--- src/ggac_pkg.sv ---
// Shared types, codes and helpers of the grouped genotype allele counter.
// Used by the controller, the datapath and the top level; depends on nothing.
package ggac_pkg;

  // Field widths fixed by the stream format
  localparam int unsigned GIDX_W   = 12;
  localparam int unsigned GVAL_W   = 5;
  localparam int unsigned GENO_W   = 8;
  localparam int unsigned LABEL_W  = 5;
  localparam int unsigned NIND_W   = 13;
  localparam int unsigned NGRP_W   = 5;
  localparam int unsigned CFG_W    = 13;
  localparam int unsigned GID_W    = 4;
  localparam int unsigned COUNT_W  = 14;
  localparam int unsigned LANES    = 4;
  localparam int unsigned IN_DW    = 32;
  localparam int unsigned OUT_DW   = 24;

  localparam logic [COUNT_W-1:0] COUNT_MAX = '1;

  // Item kinds carried on s_tuser
  localparam logic CMD_LOAD = 1'b0;
  localparam logic CMD_GENO = 1'b1;

  // Configuration register indexes
  localparam logic CFG_NUM_IND = 1'b0;
  localparam logic CFG_NUM_GRP = 1'b1;

  // Genotype code for a missing call
  localparam logic [1:0] CODE_MISSING = 2'd3;

  typedef enum logic [1:0] {
    ST_COUNT,
    ST_FLUSH,
    ST_DRAIN
  } state_t;

  // Controller to datapath
  typedef struct packed {
    logic take_load;
    logic take_byte;
    logic drain_load;
    logic clear_counts;
  } ctrl_cmd_t;

  // Datapath to controller
  typedef struct packed {
    logic row_end;
    logic drain_last;
    logic out_free;
  } dp_status_t;

  // Allele weight of one 2-bit genotype code
  function automatic logic [1:0] geno_weight(input logic [1:0] code, input logic flip);
    logic [1:0] w;
    if (code == CODE_MISSING) begin
      w = 2'd0;
    end else if (flip) begin
      w = 2'd2 - code;
    end else begin
      w = code;
    end
    return w;
  endfunction

endpackage

--- src/ggac_ctrl.sv ---
// Controller of the allele counter: counting, flush of the last byte, drain.
// Depends on ggac_pkg for the state type and the command/status structs.
module ggac_ctrl (
  input  logic                  clk,
  input  logic                  rst,
  input  logic                  s_tvalid,
  input  logic                  s_tuser,
  output logic                  s_tready,
  input  ggac_pkg::dp_status_t  st,
  output ggac_pkg::ctrl_cmd_t   cmd
);

  ggac_pkg::state_t state, state_next;

  // State register
  always_ff @(posedge clk) begin
    if (rst) begin
      state <= ggac_pkg::ST_COUNT;
    end else begin
      state <= state_next;
    end
  end

  // Next state
  always_comb begin
    state_next = state;
    case (state)
      ggac_pkg::ST_COUNT: begin
        if (s_tvalid && s_tuser == ggac_pkg::CMD_GENO && st.row_end) begin
          state_next = ggac_pkg::ST_FLUSH;
        end
      end
      ggac_pkg::ST_FLUSH: begin
        state_next = ggac_pkg::ST_DRAIN;
      end
      ggac_pkg::ST_DRAIN: begin
        if (st.out_free && st.drain_last) begin
          state_next = ggac_pkg::ST_COUNT;
        end
      end
      default: begin
        state_next = ggac_pkg::ST_COUNT;
      end
    endcase
  end

  // Outputs
  always_comb begin
    s_tready = 1'b0;
    cmd      = '0;
    case (state)
      ggac_pkg::ST_COUNT: begin
        s_tready      = 1'b1;
        cmd.take_load = s_tvalid && s_tuser == ggac_pkg::CMD_LOAD;
        cmd.take_byte = s_tvalid && s_tuser == ggac_pkg::CMD_GENO;
      end
      ggac_pkg::ST_FLUSH: begin
        s_tready = 1'b0;
      end
      ggac_pkg::ST_DRAIN: begin
        cmd.drain_load   = st.out_free;
        cmd.clear_counts = st.out_free && st.drain_last;
      end
      default: begin
        s_tready = 1'b0;
      end
    endcase
  end

endmodule

--- config.mk ---
export PLATFORM = sky130hd
export DESIGN_NAME = ggac_ctrl
export DESIGN_NICKNAME = d
export VERILOG_FILES = /design/src/ggac_pkg.sv /design/src/ggac_ctrl.sv
export SDC_FILE = /design/constraint.sdc
export NUM_CORES = 1
export LEC_CHECK = 0
export BUFFER_PORTS_ARGS = -buffer_cell sky130_fd_sc_hd__buf_2
export CORE_AREA = 4 4 41 43
export DETAILED_ROUTE_END_ITERATION = 7
export DIE_AREA = 0 0 45 47
export PLACE_DENSITY = 0.34
export SYNTH_ARGS = -nofsm -noshare
export SYNTH_HDL_FRONTEND = slang
export SYNTH_SLANG_ARGS = --single-unit
--- constraint.sdc ---
create_clock -name clk -period 1.84 [get_ports clk]
set_input_delay 0 -clock clk [delete_from_list [all_inputs] [get_ports clk]]
set_output_delay 0 -clock clk [all_outputs]
set_load 0.01 [all_outputs]
== Yosys cells after proc, flatten, opt, wreduce, memory -nomap -nowiden ==
Index checks and enable logic that the tools add are counted.

* Bits in registers: 2
* Logic and storage cells: 18
* Input bits: 7
* Output and inout port bits: 5

* Reductions and logical operators: 6
* Bitwise gates (word level): 1
* Muxes and demuxes: 6
* Eq/ne operators: 4

{| class="wikitable"
|+ Operator list
! kind !! count
|-
| $mux 2 || 4
|-
| $pmux 2 s3 || 1
|-
| $logic_and 1x1->1 || 4
|-
| $ne 2x2->1 const B || 2
|-
| $eq 2x1->1 const B || 1
|-
| $eq 2x2->1 const B || 1
|-
| $logic_not 2->1 || 1
|-
| $reduce_and 2->1 || 1
|-
| $mux 1 || 1
|-
| $not 1->1 || 1
|}

== Longest topological paths before layout ==
* Word-level depth: 4
* Mapped depth: 3
* Gate-level depth less buffers: 3

== Worst setup path after synthesis ==
OpenSTA, ideal clock, no wires.

* Path kind: flip-flop to flip-flop
* Start: reg state[1]
* End: reg state[0]
* Setup time: 60 ps
* Path slack: 891 ps
* Arrival time: 889 ps
* Clock period less this slack: 949 ps
* Cell stages (with the launch flop): 4
* Path buffers: 0
* Data required time: 1,780 ps
* Path through: dfxtp_1 -> nor2_2 -> and3_1 -> and3b_1

* Cells in the longest elaborated chain, start to end: 3
* Elaborated cells between the ends (all ways): 7
* Classes of those cells: 4 x eq/ne; 1 x mux; 2 x reduce/logical

{| class="wikitable"
|+ RTL lines
! item !! RTL line !! text
|-
| start: declaration || ggac_ctrl.sv:13 || <nowiki>ggac_pkg::state_t state, state_next;</nowiki>
|-
| start signal: assignment || ggac_ctrl.sv:18 || <nowiki>state <= ggac_pkg::ST_COUNT;</nowiki>
|-
| start signal: assignment || ggac_ctrl.sv:20 || <nowiki>state <= state_next;</nowiki>
|-
| $eq 2x2->1 or $logic_not 2->1 (tied branches) || ggac_ctrl.sv:27 || <nowiki>case (state)</nowiki>
|-
| $ne 2x2->1 (no source line) || -- ||
|-
| $reduce_and 2->1 (no source line) || -- ||
|}

Parallel ways exist; a longest one is shown, timed or not.
A chain may end at the register's enable or synchronous reset.

==> flow_summary.yaml <==
global_routing:
  antenna_found_initial: 0
  grt_usage_pct: 4.890
  overflow: 0
  grt_max_degree: 6
  grt_pass1_vias: 151
  grt_first_pass_wirelength_um: 648
synthesis:
  synthFlopType: "dfxtp_1"
  seq_area_frac_synth_pct: 37.65
  syn-num-nets: 19
  synth_top_area_share_pct: 37.65
  synth.largest_area_cell: "dfxtp_1"
  synthTopCellsByCount: "and3b_1 (2), dfxtp_1 (2), nor2_1 (2)"
  synth_edf_count: 0
  async_flop_share_pct: 0
  ys_ff_latch: 2
  synthTopCellsByArea: "dfxtp_1 (38%), and3b_1 (16%), and4b_1 (9.4%), mux2i_1 (9.4%), nor2_1 (7.1%)"
  syn_area_sq_um: 106.4
  yosysWarnings: 0
  synth.distinct_cells: 9
  syn_inst: 12
  synth_area_per_cell_sq_um: 8.863
floorplanning:
  die_area_sq_um: 2115
  core_area_sq_um: 1301
  die_y_um: 47
  initial_utilization_pct: 8.173
  num_io_pins: 12
  die_w_um: 45
  row_count: 13
cells_and_area:
  reg_top3: "state x2"
  fillers: 154
  largest-register: "state"
  antenna_cells: 0
  drive_gt1_share_pct: 55.56
  multi_input_area_sq_um: 66.31
  syn_to_final_growth_pct: 100.0
  fin_nets: 36
  largest_register_ffs: 2
  seqCellArea_sq_um: 40.04
  finalNonFillerCells: 42
clocking:
  post-cts-setup-buffer-count: 0
  cts_buffers: 3
  clockRootBuffer: "clkbuf_4"
  cts_resized: 0
  cts_tree: "built"
  path_clk_slew_ns: 0.03
  cts-htree-levels: 1
  clk_latency_ns: 0.22
  cts_hold_buf: 1
  cts_num_sinks: 2
  cts.path.max_buffers: 2
routing:
  ant_nets: 0
  drt-vias-per-instance: 3.357
  first_pass_iters: 2
  drtIter0Drc: 1
  wire_per_inst_um: 9.690
  wl_um: 407
  drc: 0
  vias: 141
sta:
  slew_violations: 0
  tightest_slew_ns: 0.1644
  tns_ns: 0
  period_minus_slack_ns: 1.033
  grt_setup_unrepaired: "no"
  finalHoldViolations: 0
  fmax_mhz: 968.5
  skew_ns: 0.002311
  max-slew-margin-rel_pct: 89.03
  min_period_over_period_pct: 56.12
  setup_viol: 0
  hold_slack_ns: 0.03556
placement:
  portBuffers: 11
  gp_congestion: 0.5900
  dp.cells: 38
critical_path:
  crit_arrival_ns: 1.03
  required_ns: 1.84
  r2r_slack_ns: 0.91
  crit_buf_inv: 1
  cp_cell_sequence: "nor2_2 > and3_1 > buf_2"
  criticalPathCategory: "flip-flop to output pin"
  worstReg2RegEnd: "state[0]$_SDFFE_PP0P_"
  r2r_cells: 3
  r2r_start: "state[1]$_SDFFE_PP0P_"
  max_stage_delay_ns: 0.33
  start_kind: "flip-flop"
  critical-path-top-delay-family: "simple AND/OR/NAND/NOR gates"
  critPathMaxFanout: 4
  crit_path_top_delay_cell: "dfxtp_1"
  endpoint_kind: "output pin"
worst_hold_path:
  hold_depth: 2
  hp-class: "input pin to flip-flop"
  whs_endpoint: "state[0]$_SDFFE_PP0P_"
  min-delay-start: "st[2]"
pwr:
  ir_worst_vdd_uv: 189.1
  switchingPower_mw: 0.03554
  p_comb_share_pct: 13.8
  power.internal_mw: 0.1293
  p_sw_share_pct: 21.57
  p_seq_share_pct: 28.2
  leakagePower_nw: 0.1182
  clkPwrFrac_pct: 58.0
  power_density_nw_per_um2: 774.8
run:
  cap_viol_max_count: 0
run_status:
  status: "complete, no violations"
-- metal layers --
layer	routed length, um	track usage [%]	up-vias
met3	56	2.682	0
met5	0	0	-
met4	0	5.263	0
li1	-	-	75
met1	194	5.656	58
met2	156	5.932	8
-- placed cells by master, fill, tap and decap left out --
cell,count
buf_2,11
clkbuf_4,3
nor2_1,2
and3b_1,2
dfxtp_1,2
nor2_2,1
and4b_1,1
and3_1,1
nand2_1,1
a21oi_1,1
mux2i_1,1
dlygate4sd3_1,1
-- worst reg2reg max path, stage by stage, from the launching register on --
cell     delay [ns]
dfxtp_1        0.38
nor2_2         0.07
and3_1         0.20
and3b_1        0.17
-- per-stage QoR --
step	worst slack, ns	util (%)	total power [mW]	cell area [sq um]
after floorplan	0.8911	-	0.05537	106.4
after global placement	0.9291	13.85	0.06818	180.2
after detailed placement	0.9134	13.85	0.06859	180.2
after CTS	0.8034	16.35	0.1720	212.7
after global routing	0.7532	16.35	0.1776	212.7
final	0.8074	16.35	0.1648	212.7
-- power groups by stage --
stage / registers, mW / clock network (mW) / logic [mW]
5_1_grt: 0.0467 / 0.105 / 0.0255
4_1_cts: 0.0465 / 0.102 / 0.0232
6_report: 0.0465 / 0.0956 / 0.0227
3_5_place_dp: 0.0470 / 0 / 0.0216
3_3_place_gp: 0.0469 / 0 / 0.0212
2_1_floorplan: 0.0467 / 0 / 0.00870
-- cell type report --
| cell class | count | share of cell area, % |
|---|---|---|
| clock buffer | 3 | 10.59 |
| multi-input combinational | 10 | 31.18 |
| sequential | 2 | 18.82 |
| tap | 15 | 8.824 |
| timing repair buffer | 12 | 30.59 |
-- logic make-up after synthesis --
| group | Yosys count | share of synthesized area (%) |
|---|---|---|
| AOI/OAI and AO/OA | 1 | 4.701 |
| DFF | 2 | 37.65 |
| muxes | 1 | 9.412 |
| and+or+nand+nor | 8 | 48.25 |
-- how the worst max path moves through the flow --
stage	start	end	slack [ns]	depth (start not counted)
6_report	state[1]$_SDFFE_PP0P_	cmd[2]	0.81	3
5_1_grt	state[1]$_SDFFE_PP0P_	cmd[2]	0.75	3
4_1_cts	state[1]$_SDFFE_PP0P_	cmd[2]	0.80	3
3_5_place_dp	state[1]$_SDFFE_PP0P_	state[0]$_SDFFE_PP0P_	0.91	3
3_3_place_gp	state[1]$_SDFFE_PP0P_	state[0]$_SDFFE_PP0P_	0.93	3
2_1_floorplan	state[1]$_SDFFE_PP0P_	state[0]$_SDFFE_PP0P_	0.89	3
Note: power is estimated with default switching activity, not from simulation.
